===== src/rtl/assert_macros.svh =====
// assertion helpers shared by the rtl modules
// both forms sample on aclk and are disabled while aresetn is low
`ifndef ASSERT_MACROS_SVH
`define ASSERT_MACROS_SVH

`ifndef SYNTH
// property must hold at every sampled edge
`define FDF_ASSERT(label, prop) \
    label: assert property (@(posedge aclk) disable iff (!aresetn) (prop)) \
        else $error("fdf assertion failed");
// expression must never be true at a sampled edge
`define FDF_NEVER(label, expr) \
    label: assert property (@(posedge aclk) disable iff (!aresetn) !(expr)) \
        else $error("fdf forbidden condition seen");
`else
`define FDF_ASSERT(label, prop)
`define FDF_NEVER(label, expr)
`endif

`endif


===== src/rtl/fdf_pkg.sv =====
`timescale 1ns / 1ps
`default_nettype none

package fdf_pkg;

    // display geometry
    localparam int SCREEN_WIDTH  = 84;
    localparam int SCREEN_HEIGHT = 48;
    localparam int PAGE_ROWS     = (SCREEN_HEIGHT + 7) / 8;
    localparam int STORE_SIZE    = SCREEN_WIDTH * PAGE_ROWS;

    // derived widths
    localparam int ADDR_W      = $clog2(STORE_SIZE);
    localparam int COL_W       = $clog2(SCREEN_WIDTH);
    localparam int ROW_W       = (PAGE_ROWS > 1) ? $clog2(PAGE_ROWS) : 1;
    localparam int ADDR_CALC_W = 16;
    localparam int SENT_W      = 9;
    localparam int MEM_W       = 9;

    // command queue between front and back
    localparam int QUEUE_DEPTH = 2;
    localparam int QPTR_W      = (QUEUE_DEPTH > 1) ? $clog2(QUEUE_DEPTH) : 1;
    localparam int QCNT_W      = $clog2(QUEUE_DEPTH + 1);

    // result staging buffer
    localparam int RES_DEPTH = 3;
    localparam int RES_IDX_W = $clog2(RES_DEPTH);
    localparam int RES_CNT_W = $clog2(RES_DEPTH + 1);

    // controller command codes
    localparam logic [7:0] CMD_EXTENDED  = 8'h21;
    localparam logic [7:0] CMD_BASIC     = 8'h20;
    localparam logic [7:0] CMD_SET_VOP   = 8'h80;
    localparam logic [7:0] CMD_SET_Y     = 8'h40;
    localparam logic [7:0] CMD_SET_X     = 8'h80;
    localparam logic [6:0] CONTRAST_MASK = 7'h7f;

    typedef enum logic [2:0] {
        OP_DRAW     = 3'd0,
        OP_READ     = 3'd1,
        OP_CLEAR    = 3'd2,
        OP_FLUSH    = 3'd3,
        OP_CONTRAST = 3'd4
    } op_t;

    typedef enum logic [1:0] {
        KIND_CMD   = 2'd0,
        KIND_DATA  = 2'd1,
        KIND_PIXEL = 2'd2,
        KIND_SKIP  = 2'd3
    } kind_t;

    // decoded command handed from front to back
    typedef struct packed {
        op_t               op;
        logic              in_range;
        logic [ADDR_W-1:0] addr;
        logic [2:0]        bit_idx;
        logic              color;
        logic [6:0]        level;
    } cmd_t;

    // one result beat
    typedef struct packed {
        kind_t             kind;
        logic [7:0]        data;
        logic              pix;
        logic              done;
        logic [SENT_W-1:0] sent;
    } res_t;

    // queue status toward the front
    typedef struct packed {
        logic empty;
        logic full;
    } q_stat_t;

    // back status toward the front
    typedef struct packed {
        logic clearing;
    } back_stat_t;

    function automatic res_t mk_res(kind_t kind, logic [7:0] data, logic pix,
                                    logic done, logic [SENT_W-1:0] sent);
        res_t r;
        r.kind = kind;
        r.data = data;
        r.pix  = pix;
        r.done = done;
        r.sent = sent;
        return r;
    endfunction

endpackage

`default_nettype wire


===== src/rtl/fdf_queue.sv =====
`timescale 1ns / 1ps
`default_nettype none
`include "assert_macros.svh"

module fdf_queue (
    input  wire logic             aclk,
    input  wire logic             aresetn,
    input  wire logic             push,
    input  wire fdf_pkg::cmd_t    push_data,
    input  wire logic             pop,
    output fdf_pkg::cmd_t         pop_data,
    output fdf_pkg::q_stat_t      stat
);

    fdf_pkg::cmd_t                entry_reg [fdf_pkg::QUEUE_DEPTH];
    logic [fdf_pkg::QPTR_W-1:0]   wr_ptr_reg, wr_ptr_next;
    logic [fdf_pkg::QPTR_W-1:0]   rd_ptr_reg, rd_ptr_next;
    logic [fdf_pkg::QCNT_W-1:0]   count_reg, count_next;

    assign stat.empty = (count_reg == '0);
    assign stat.full  = (count_reg == fdf_pkg::QCNT_W'(fdf_pkg::QUEUE_DEPTH));
    assign pop_data   = entry_reg[rd_ptr_reg];

    // pointer and fill count update
    always_comb begin
        wr_ptr_next = wr_ptr_reg;
        rd_ptr_next = rd_ptr_reg;
        count_next  = count_reg;
        if (push) begin
            wr_ptr_next = (wr_ptr_reg == fdf_pkg::QPTR_W'(fdf_pkg::QUEUE_DEPTH - 1))
                        ? '0 : wr_ptr_reg + 1'b1;
        end
        if (pop) begin
            rd_ptr_next = (rd_ptr_reg == fdf_pkg::QPTR_W'(fdf_pkg::QUEUE_DEPTH - 1))
                        ? '0 : rd_ptr_reg + 1'b1;
        end
        if (push && !pop) begin
            count_next = count_reg + 1'b1;
        end else if (pop && !push) begin
            count_next = count_reg - 1'b1;
        end
    end

    always_ff @(posedge aclk) begin
        if (!aresetn) begin
            wr_ptr_reg <= '0;
            rd_ptr_reg <= '0;
            count_reg  <= '0;
        end else begin
            wr_ptr_reg <= wr_ptr_next;
            rd_ptr_reg <= rd_ptr_next;
            count_reg  <= count_next;
        end
        if (push) begin
            entry_reg[wr_ptr_reg] <= push_data;
        end
    end

    // queue integrity
    `FDF_NEVER(a_push_full, push && stat.full && !pop)
    `FDF_NEVER(a_pop_empty, pop && stat.empty)
    `FDF_NEVER(a_count_range, count_reg > fdf_pkg::QCNT_W'(fdf_pkg::QUEUE_DEPTH))

endmodule

`default_nettype wire


===== config.mk =====
export PLATFORM = sky130hd
export DESIGN_NAME = fdf_queue
export DESIGN_NICKNAME = d
export VERILOG_FILES = /design/src/rtl/fdf_pkg.sv /design/src/rtl/fdf_queue.sv
export VERILOG_INCLUDE_DIRS = /design/src /design/src/rtl
export SDC_FILE = /design/constraint.sdc
export NUM_CORES = 1
export LEC_CHECK = 0
export BUFFER_PORTS_ARGS = -buffer_cell sky130_fd_sc_hd__buf_2
export CAP_MARGIN = 30
export CORE_MARGIN = 2
export CORE_UTILIZATION = 32
export DETAILED_ROUTE_END_ITERATION = 10
export GPL_ROUTABILITY_DRIVEN = 0
export HOLD_SLACK_MARGIN = 0.05
export MAX_ROUTING_LAYER = met4
export PLACE_DENSITY = 0.56
export SETUP_SLACK_MARGIN = 0.15
export SLEW_MARGIN = 20
export SYNTH_ARGS = -nofsm -noshare
export SYNTH_HDL_FRONTEND = slang
export SYNTH_SLANG_ARGS = --single-unit

===== constraint.sdc =====
create_clock -name aclk -period 3.6 [get_ports aclk]
set_clock_uncertainty 0.1 [all_clocks]
set_input_delay 0.72 -clock aclk [delete_from_list [all_inputs] [get_ports aclk]]
set_output_delay 0.72 -clock aclk [all_outputs]
set_load 0.01 [all_outputs]

==> run summary <==
The number of instances in the synthesized netlist is 97. For this configuration, the core starts out at a cell density of 0.3295. The worst-case headroom to the max-slew limit is 0.6689. The detailed router finished its first iteration with 43 violations.

The post-route fraction of the period consumed by the critical path came out at 0.6859. In the post-synthesis netlist, the biggest area contributors are edfxtp_1 (74%), mux2_2 (14%), dfxtp_1 (5.1%). The count of different cell masters after synthesis came out at 17. STA classifies the critical path endpoint as an output port.

STA puts the critical path data required time at approximately 2.8 ns. The wire length of the first global-routing pass is between 4000 and 5000 um. The power density over the cells came out at 510.7 nW/um2. Setup repair after global routing left no endpoint under its margin. The tool flagged a number of max-cap violations equal to 0.

The flow ran to the end, and the final reports show no timing, DRC or antenna violations. After legalization and detailed placement, the total HPWL measured 2330 um. The cell sitting at the root of the clock tree is a clkbuf_8. TritonCTS built the clock tree. A synthesized cell averages 20.11 um2.

The total leakage power came out at around 0.0009 uW. Clock-pin slew was measured on the worst setup and hold paths at around 0.090 ns. The area growth from synthesis to final layout is 25.72%.

The worst-case IR drop observed on VDD is 0.0002861 V. The number of antenna cells inserted came out at 0. The clock network latency to the later pin of the worst-skew pair came out at a little under 0.3 ns. The netlist area before placement is ~2000 um2. Counting I/O delays and the setup requirement, the final critical path takes between 2 and 2.5 ns. The number of max-slew violations in the final report was 0. The critical path in this run is classified as register to output port. The worst-path maximum fanout came out at 16. The area share of the leading cell type in the synthesized netlist is 0.7389. In the routed design, unresolved DRC markers number 0. The finished cells cover roughly 2500 um2. Data on the critical path arrives at its endpoint at 1.65 ns.

The number of setup buffers added after CTS came out at 0. The register bit total from synthesis came out at 53. The fraction of the yosys area taken by sequential cells came out at 0.7903. The number of flops mapped to enable cells by yosys is 48. The worst hold path belongs to the class register to register. The number of antenna violations at the first check in global routing is 0. The number of buffers inserted by hold repair at cts is 0. Summed over all layers, the global routing overflow is 0.

The total die area is 6736 um2. The via count of the first global-routing pass came out at approximately 970. The total global-route track usage is 0.09780. The most used flip-flop cell after synthesis is edfxtp_1. The number of flip-flops under the largest register name came out at 48. Dividing the detail-routed wire length by the instance count gives 13.66 um. The placed cell area is 2342 um2. The count of final hold-check violations is 0.

The post-CTS resize count is 0. The die width is 82.08 um. STA classifies the critical path startpoint as a register. The total wire length after detailed routing came out at about 3200 um.

The net count reported at finish is around 190. No sink is reached through more buffers than the 2 on the longest clock path. The setup TNS came out at 0 ns. The routed layout has approximately 1k vias. During placement, the flow inserted port buffers numbering 53.

The power consumption is between 1000 and 1500 uW. Synthesis produced a netlist with a net count of about 130. The number of placement rows came out at 28. Entering global routing, the biggest net connects 18 pins. The timing-limited maximum frequency came out at 405.0 MHz. The first-pass iteration count of the detailed router is 4.

The H-tree generated during clock tree synthesis spans 2 levels. The count of endpoints failing setup in the final report is 0. The core footprint came out at around 5900 um2. Counting the buffers created by CTS gives 5. The synthesized design spends more area on one cell type than any other, namely edfxtp_1. The proportion of layout cells with a drive suffix above 1 came out at 0.5633. In the synthesized netlist the async set-or-reset flop fraction comes to 0.

The clock net in this run drives a total of between 50 and 60 sinks. For this design the top-level I/O count stands at 54. The number of antenna-violating nets in the routed design is 0.

The y dimension of the die is 82.08 um. The detailed-route vias per instance came out at 4.292. The actual slew at the worst max-slew pin came out at 0.4960 ns. The number of warnings issued by yosys is 0. The layout filler cell count is ~540.
## cells by family (layout without fill, tap and decap cells)
family,count (synthesis),count (layout),synth area share
flops,53,53,0.7903
compound gates,3,3,0.01026
xor+xnor,3,3,0.01347
fa+ha+maj,1,1,0.006413
buf+inv,4,65,0.01218
simple gates,9,9,0.02886
mux,24,24,0.1386
## worst max-delay path, cell delays in order, from the launching register on
cell and delay (ns):
dfxtp_1 0.64, buf_16 0.21, mux2_2 0.36, buf_2 0.14
## layout by cell type, fill, tap and decap left out, types with 2 or more instances in the layout
cell type / synthesis / layout
and2_1: 4 / 4
buf_2: 1 / 53
clkbuf_8: 0 / 5
dfxtp_1: 5 / 5
edfxtp_1: 48 / 48
mux2_2: 24 / 24
xor2_1: 2 / 2
## final cells by class
class / instances / area, um2 / share of cell area
Sequential cell: 53 / 1541 / 0.6286
Clock buffer: 5 / 68.82 / 0.02806
Tap cell: 75 / 93.84 / 0.03827
Timing Repair Buffer: 56 / 315.3 / 0.1286
Multi-Input combinational cell: 40 / 387.9 / 0.1582
Inverter: 1 / 3.754 / 0.001531
Clock inverter: 3 / 41.29 / 0.01684
## metrics by stage
step / utilization / setup WS, ns / hold WS (ns) / std cells
6_report: 0.4142 / 1.131 / 0.4392 / 233
5_1_grt: 0.4142 / 1.023 / 0.4521 / 233
4_1_cts: 0.4142 / 1.071 / 0.4193 / 233
3_5_place_dp: 0.3956 / 1.399 / 0.4014 / 225
3_3_place_gp: 0.3884 / 1.118 / 0.3774 / 223
2_1_floorplan: - / 1.234 / 0.3662 / 97
## layer usage
layer  track usage  up-vias  part of all wire
li1              -      486                 -
met1        0.1071      470              0.45
met2        0.1659       38              0.49
met3       0.03626        6             0.055
met4       0.03000        0             0.012
met5             -        -                 0
## worst paths after layout
path	start	endpoint	slack (ns)	cells past startpoint
setup / recovery	register	pop_data[19]	1.13	3
hold / removal	count_reg[1]	count_reg[1]	0.44	2
hold reg to reg	count_reg[1]	count_reg[1]	0.44	2
setup reg to reg	wr_ptr_reg	entry_reg[0][15]	2.13	2
## where the power goes
group / internal (uW) / switching, uW / leakage, uW
Sequential: 708 / 14.9 / 0.000492
Clock: 205 / 177 / 0.0000518
Combinational: 78.1 / 69.7 / 0.000381
Total: 990 / 262 / 0.000925
## cell usage after synthesis, types with 2 or more instances
master	instances
edfxtp_1	48
mux2_2	24
dfxtp_1	5
and2_1	4
buf_4	2
nor2b_1	2
xor2_1	2
Power figures use the tool's default switching activity.
