## config.mk

```make
export PLATFORM = sky130hd
export DESIGN_NAME = fdf_front
export DESIGN_NICKNAME = d
export VERILOG_FILES = /design/src/rtl/assert_macros.svh /design/src/rtl/fdf_pkg.sv /design/src/rtl/fdf_front.sv
export SDC_FILE = /design/constraint.sdc
export NUM_CORES = 1
export LEC_CHECK = 0
export ABC_CLOCK_PERIOD_IN_PS = 2900
export BUFFER_PORTS_ARGS = -buffer_cell sky130_fd_sc_hd__buf_2
export CORE_MARGIN = 4
export CORE_UTILIZATION = 30
export CTS_CLUSTER_SIZE = 8
export DETAILED_ROUTE_END_ITERATION = 7
export GPL_TIMING_DRIVEN = 0
export SYNTH_ARGS = -nofsm -noshare
export SYNTH_HDL_FRONTEND = slang
export SYNTH_SLANG_ARGS = --single-unit
export TNS_END_PERCENT = 20
```

## constraint.sdc

```tcl
create_clock -name aclk -period 2.9 [get_ports aclk]
set_input_delay 0.145 -clock aclk [delete_from_list [all_inputs] [get_ports aclk]]
set_output_delay 0.145 -clock aclk [all_outputs]
set_load 0.05 [all_outputs]
```

## src/rtl/assert_macros.svh

```systemverilog
// assertion helpers shared by the rtl modules
// both forms sample on aclk and are disabled while aresetn is low
`ifndef ASSERT_MACROS_SVH
`define ASSERT_MACROS_SVH

`ifndef SYNTH
// property must hold at every sampled edge
`define FDF_ASSERT(label, prop) \
    label: assert property (@(posedge aclk) disable iff (!aresetn) (prop)) \
        else $error("fdf assertion failed");
// expression must never be true at a sampled edge
`define FDF_NEVER(label, expr) \
    label: assert property (@(posedge aclk) disable iff (!aresetn) !(expr)) \
        else $error("fdf forbidden condition seen");
`else
`define FDF_ASSERT(label, prop)
`define FDF_NEVER(label, expr)
`endif

`endif

```

## src/rtl/fdf_pkg.sv

```systemverilog
`timescale 1ns / 1ps
`default_nettype none

package fdf_pkg;

    // display geometry
    localparam int SCREEN_WIDTH  = 84;
    localparam int SCREEN_HEIGHT = 48;
    localparam int PAGE_ROWS     = (SCREEN_HEIGHT + 7) / 8;
    localparam int STORE_SIZE    = SCREEN_WIDTH * PAGE_ROWS;

    // derived widths
    localparam int ADDR_W      = $clog2(STORE_SIZE);
    localparam int COL_W       = $clog2(SCREEN_WIDTH);
    localparam int ROW_W       = (PAGE_ROWS > 1) ? $clog2(PAGE_ROWS) : 1;
    localparam int ADDR_CALC_W = 16;
    localparam int SENT_W      = 9;
    localparam int MEM_W       = 9;

    // command queue between front and back
    localparam int QUEUE_DEPTH = 2;
    localparam int QPTR_W      = (QUEUE_DEPTH > 1) ? $clog2(QUEUE_DEPTH) : 1;
    localparam int QCNT_W      = $clog2(QUEUE_DEPTH + 1);

    // result staging buffer
    localparam int RES_DEPTH = 3;
    localparam int RES_IDX_W = $clog2(RES_DEPTH);
    localparam int RES_CNT_W = $clog2(RES_DEPTH + 1);

    // controller command codes
    localparam logic [7:0] CMD_EXTENDED  = 8'h21;
    localparam logic [7:0] CMD_BASIC     = 8'h20;
    localparam logic [7:0] CMD_SET_VOP   = 8'h80;
    localparam logic [7:0] CMD_SET_Y     = 8'h40;
    localparam logic [7:0] CMD_SET_X     = 8'h80;
    localparam logic [6:0] CONTRAST_MASK = 7'h7f;

    typedef enum logic [2:0] {
        OP_DRAW     = 3'd0,
        OP_READ     = 3'd1,
        OP_CLEAR    = 3'd2,
        OP_FLUSH    = 3'd3,
        OP_CONTRAST = 3'd4
    } op_t;

    typedef enum logic [1:0] {
        KIND_CMD   = 2'd0,
        KIND_DATA  = 2'd1,
        KIND_PIXEL = 2'd2,
        KIND_SKIP  = 2'd3
    } kind_t;

    // decoded command handed from front to back
    typedef struct packed {
        op_t               op;
        logic              in_range;
        logic [ADDR_W-1:0] addr;
        logic [2:0]        bit_idx;
        logic              color;
        logic [6:0]        level;
    } cmd_t;

    // one result beat
    typedef struct packed {
        kind_t             kind;
        logic [7:0]        data;
        logic              pix;
        logic              done;
        logic [SENT_W-1:0] sent;
    } res_t;

    // queue status toward the front
    typedef struct packed {
        logic empty;
        logic full;
    } q_stat_t;

    // back status toward the front
    typedef struct packed {
        logic clearing;
    } back_stat_t;

    function automatic res_t mk_res(kind_t kind, logic [7:0] data, logic pix,
                                    logic done, logic [SENT_W-1:0] sent);
        res_t r;
        r.kind = kind;
        r.data = data;
        r.pix  = pix;
        r.done = done;
        r.sent = sent;
        return r;
    endfunction

endpackage

`default_nettype wire

```

## src/rtl/fdf_front.sv

```systemverilog
`timescale 1ns / 1ps
`default_nettype none

module fdf_front (
    input  wire logic                aclk,
    input  wire logic                aresetn,
    input  wire logic                s_valid,
    output logic                     s_ready,
    input  wire logic [2:0]          s_operation,
    input  wire logic signed [7:0]   s_pos_x,
    input  wire logic signed [7:0]   s_pos_y,
    input  wire logic                s_pixel_color,
    input  wire logic [7:0]          s_contrast_level,
    input  wire fdf_pkg::q_stat_t    q_stat,
    input  wire fdf_pkg::back_stat_t back_stat,
    output logic                     q_push,
    output fdf_pkg::cmd_t            q_push_data
);

    logic                              f_valid_reg, f_valid_next;
    fdf_pkg::cmd_t                     f_cmd_reg, f_cmd_next;
    fdf_pkg::cmd_t                     dec_cmd;
    logic                              dec_keep;
    logic                              x_ok, y_ok, in_range;
    logic [fdf_pkg::ADDR_CALC_W-1:0]   blk_full;
    logic                              s_fire;

    // bounds check on the signed coordinates
    assign x_ok     = !s_pos_x[7] && (s_pos_x[6:0] < 7'(fdf_pkg::SCREEN_WIDTH));
    assign y_ok     = !s_pos_y[7] && (s_pos_y[6:0] < 7'(fdf_pkg::SCREEN_HEIGHT));
    assign in_range = x_ok && y_ok;

    // byte index: column plus page times width
    assign blk_full = fdf_pkg::ADDR_CALC_W'(s_pos_y[6:3])
                    * fdf_pkg::ADDR_CALC_W'(fdf_pkg::SCREEN_WIDTH)
                    + fdf_pkg::ADDR_CALC_W'(s_pos_x[6:0]);

    // classify the incoming beat
    always_comb begin
        dec_cmd.op       = fdf_pkg::op_t'(s_operation);
        dec_cmd.in_range = in_range;
        dec_cmd.addr     = in_range ? blk_full[fdf_pkg::ADDR_W-1:0] : '0;
        dec_cmd.bit_idx  = s_pos_y[2:0];
        dec_cmd.color    = s_pixel_color;
        dec_cmd.level    = s_contrast_level[6:0] & fdf_pkg::CONTRAST_MASK;
        unique case (fdf_pkg::op_t'(s_operation))
            fdf_pkg::OP_DRAW:     dec_keep = in_range;
            fdf_pkg::OP_READ,
            fdf_pkg::OP_CLEAR,
            fdf_pkg::OP_FLUSH,
            fdf_pkg::OP_CONTRAST: dec_keep = 1'b1;
            default:              dec_keep = 1'b0;
        endcase
    end

    // one holding stage in front of the queue
    assign s_ready     = (!f_valid_reg || !q_stat.full) && !back_stat.clearing;
    assign s_fire      = s_valid && s_ready;
    assign q_push      = f_valid_reg && !q_stat.full;
    assign q_push_data = f_cmd_reg;

    always_comb begin
        f_valid_next = f_valid_reg;
        f_cmd_next   = f_cmd_reg;
        if (s_fire) begin
            f_valid_next = dec_keep;
            f_cmd_next   = dec_cmd;
        end else if (q_push) begin
            f_valid_next = 1'b0;
        end
    end

    always_ff @(posedge aclk) begin
        if (!aresetn) begin
            f_valid_reg <= 1'b0;
        end else begin
            f_valid_reg <= f_valid_next;
        end
        f_cmd_reg <= f_cmd_next;
    end

endmodule

`default_nettype wire

```

==> flow_summary.json <==
{
  "portBuffers": 57,
  "critPathCaptureType": "register",
  "fin_area_mm2": 0.00166,
  "clkLatencyLatePin_ns": 0.26,
  "placed_area_mm2": 0.00161,
  "fmax_mhz": 449,
  "finalMaxSlewViolations": 0,
  "max-vdd-ir-drop_v": 0.000168,
  "dieArea_mm2": 0.00524,
  "largest_reg_flops": 24,
  "holdPathStages": 1,
  "start_util": 0.311,
  "cts_tree": "built",
  "drc": 0,
  "cts_setup_buffers": 0,
  "grt.total_usage": 0.101,
  "drt_iter0_markers": 40,
  "ant_nets": 0,
  "worst_pin_slew_ns": 0.731,
  "synthCells": 86,
  "ys_top_cells_by_area": "edfxtp_1 (58%), ha_1 (12%), fa_1 (3.2%), a2111oi_4 (2.2%), xor2_1 (2.1%)",
  "wire_per_inst_um": 12.9,
  "cts_made_buffers": 3,
  "arrival_ns": 2.25,
  "antenna_found_initial": 0,
  "cts.hold.buffers_added": 0,
  "r2r_slack_ns": 1.41,
  "synth_top_area_frac": 0.579,
  "die_w_um": 72.4,
  "worstHoldStart": "s_pos_y[1]",
  "status": "complete, no violations",
  "fin_tns_setup_ns": 0,
  "ctsRootBufferMaster": "clkbuf_8",
  "overflow": 0,
  "rsz0062_at_grt": "false",
  "placed_cells": 194,
  "avgSynthCellArea_um2": 14.5,
  "num_io_pins": 60,
  "htreeDepth": 1,
  "final_common_cell": "buf_2",
  "reg2regPathDepth": 2,
  "stdcell_count": 198,
  "synth_cell_types": 27,
  "grt_pass1_wl_mm": 4.06,
  "hold_end": "q_push_data[9]",
  "finalWirelength_mm": 2.55,
  "pwr_density_cell_mw_per_mm2": 498,
  "syn2layout_area_growth_pct": 33.2,
  "via_count": 903,
  "clock-skew-final_ns": 0.00183,
  "min_path_type": "in2reg",
  "dpl.hpwl_mm": 2.18,
  "gp_congestion": 0.787,
  "first_pass_iters": 4,
  "crit_fanout": 4,
  "period_share": 0.768,
  "critical_path_class": "in2reg",
  "antenna_cells": 0,
  "first_global_vias": 900,
  "p_leak_nw": 0.718,
  "cts_buffer_depth": 2,
  "seq_area_frac_synth": 0.595,
  "drv_cap": 0,
  "finish.net_count": 197,
  "core_area_mm2": 0.00400,
  "fillers": 385,
  "ys_warn_count": 0,
  "yosysTopAreaCell": "edfxtp_1",
  "setup_viol": 0,
  "clock-sinks": 25,
  "required_ns": 2.93,
  "ctsResizeCount": 0,
  "num_rows": 23,
  "most-common-layout-cells": "buf_2 (57), edfxtp_1 (24), ha_1 (12)",
  "cts.clk_slew.worst_paths_ns": 0.08,
  "netlist_area_mm2": 0.00124,
  "final_layout_size_suffix_gt1_frac": 0.466,
  "hold_viol_final": 0,
  "r2r-end": "q_push_data[7]",
  "reg2reg_from": "f_valid_reg",
  "ys_ff_latch": 25,
  "die_y_um": 72.4,
  "start_kind": "input port",
  "grt_max_degree": 15,
  "vias_per_cell": 4.56,
  "syn-num-nets": 134,
  "slew_headroom": 0.513,
  "min_period_ns": 2.23
}
layout make-up:
class,instances,area (um2),share of cell area
flip-flops and latches,25,741,0.447
repair buffers,58,300,0.181
multi-input cells,57,492,0.297
inverters,4,16.3,0.00981
clock buffers,3,41.3,0.0249
clock inverters,1,5.00,0.00302
well taps,50,62.6,0.0377
cells in the mapped netlist:
master     number
nor2_1          4
a2111oi_0       1
xor2_1          3
a211oi_1        1
clkinv_2        1
o21a_1          2
nand2_1         2
nor2b_1         4
a21bo_1         1
o31a_1          2
dfxtp_1         1
o21ai_0         4
and2_2          3
a21o_1          1
o21ai_2         1
inv_1           3
o2111a_1        1
edfxtp_1       24
a21oi_1         5
nor4_1          1
o2111ai_1       1
nand2b_1        1
fa_1            2
nor3_1          3
a31oi_1         1
a2111oi_4       1
ha_1           12
worst max-delay path by stage:
stage                from              end  slack [ns]  cells after the start
2_1_floorplan  s_pos_y[4]  q_push_data[19]        0.67                      8
3_3_place_gp   s_pos_y[4]  q_push_data[19]        0.44                      9
3_5_place_dp   s_pos_y[4]  q_push_data[19]        0.39                      9
4_1_cts        s_pos_y[4]  q_push_data[19]        0.67                      9
5_1_grt        s_pos_y[4]  q_push_data[18]        0.53                      8
6_report       s_pos_y[4]  q_push_data[19]        0.67                      9
power by group:
group / switching, mW / internal [mW]
sequential: 0.00396 / 0.414
combinational: 0.137 / 0.0732
clock: 0.102 / 0.0958
per-stage QoR:
step           setup WS, ns   util  total power [mW]  hold slack [ns]
2_1_floorplan         0.669      -             0.573            0.244
3_5_place_dp          0.388  0.403             0.638            0.330
5_1_grt               0.534  0.414             0.872           0.0406
6_report              0.674  0.414             0.826           0.0583
3_3_place_gp          0.436  0.398             0.630            0.326
4_1_cts               0.672  0.414             0.838           0.0499
kinds of logic (layout without fill, tap and decap cells):
logic type	after synthesis	count (layout)	synth area share
buf+inv	4	66	0.0131
fa+ha+maj	14	14	0.153
simple gates	18	18	0.0784
compound gates	22	22	0.140
xor+xnor	3	3	0.0211
flops	25	25	0.595
metal layers:
| layer | track usage | vias up | part of all wire | wire length (um) |
|---|---|---|---|---|
| met4 | 0.0471 | 0 | 0.0067 | 17 |
| met2 | 0.165 | 45 | 0.45 | 1150 |
| met3 | 0.0332 | 2 | 0.13 | 332 |
| li1 | - | 455 | - | - |
| met1 | 0.119 | 401 | 0.41 | 1050 |
| met5 | 0 | - | 0 | 0 |
critical path, cell delays in order:
cell and delay [ns]:
buf_2 0.14, ha_1 0.24, fa_1 0.47, ha_1 0.33, ha_1 0.29, o21a_1 0.11, o31a_1 0.13, o2111ai_1 0.18
a21bo_1 0.22
Note: power is estimated with default switching activity, not from simulation.
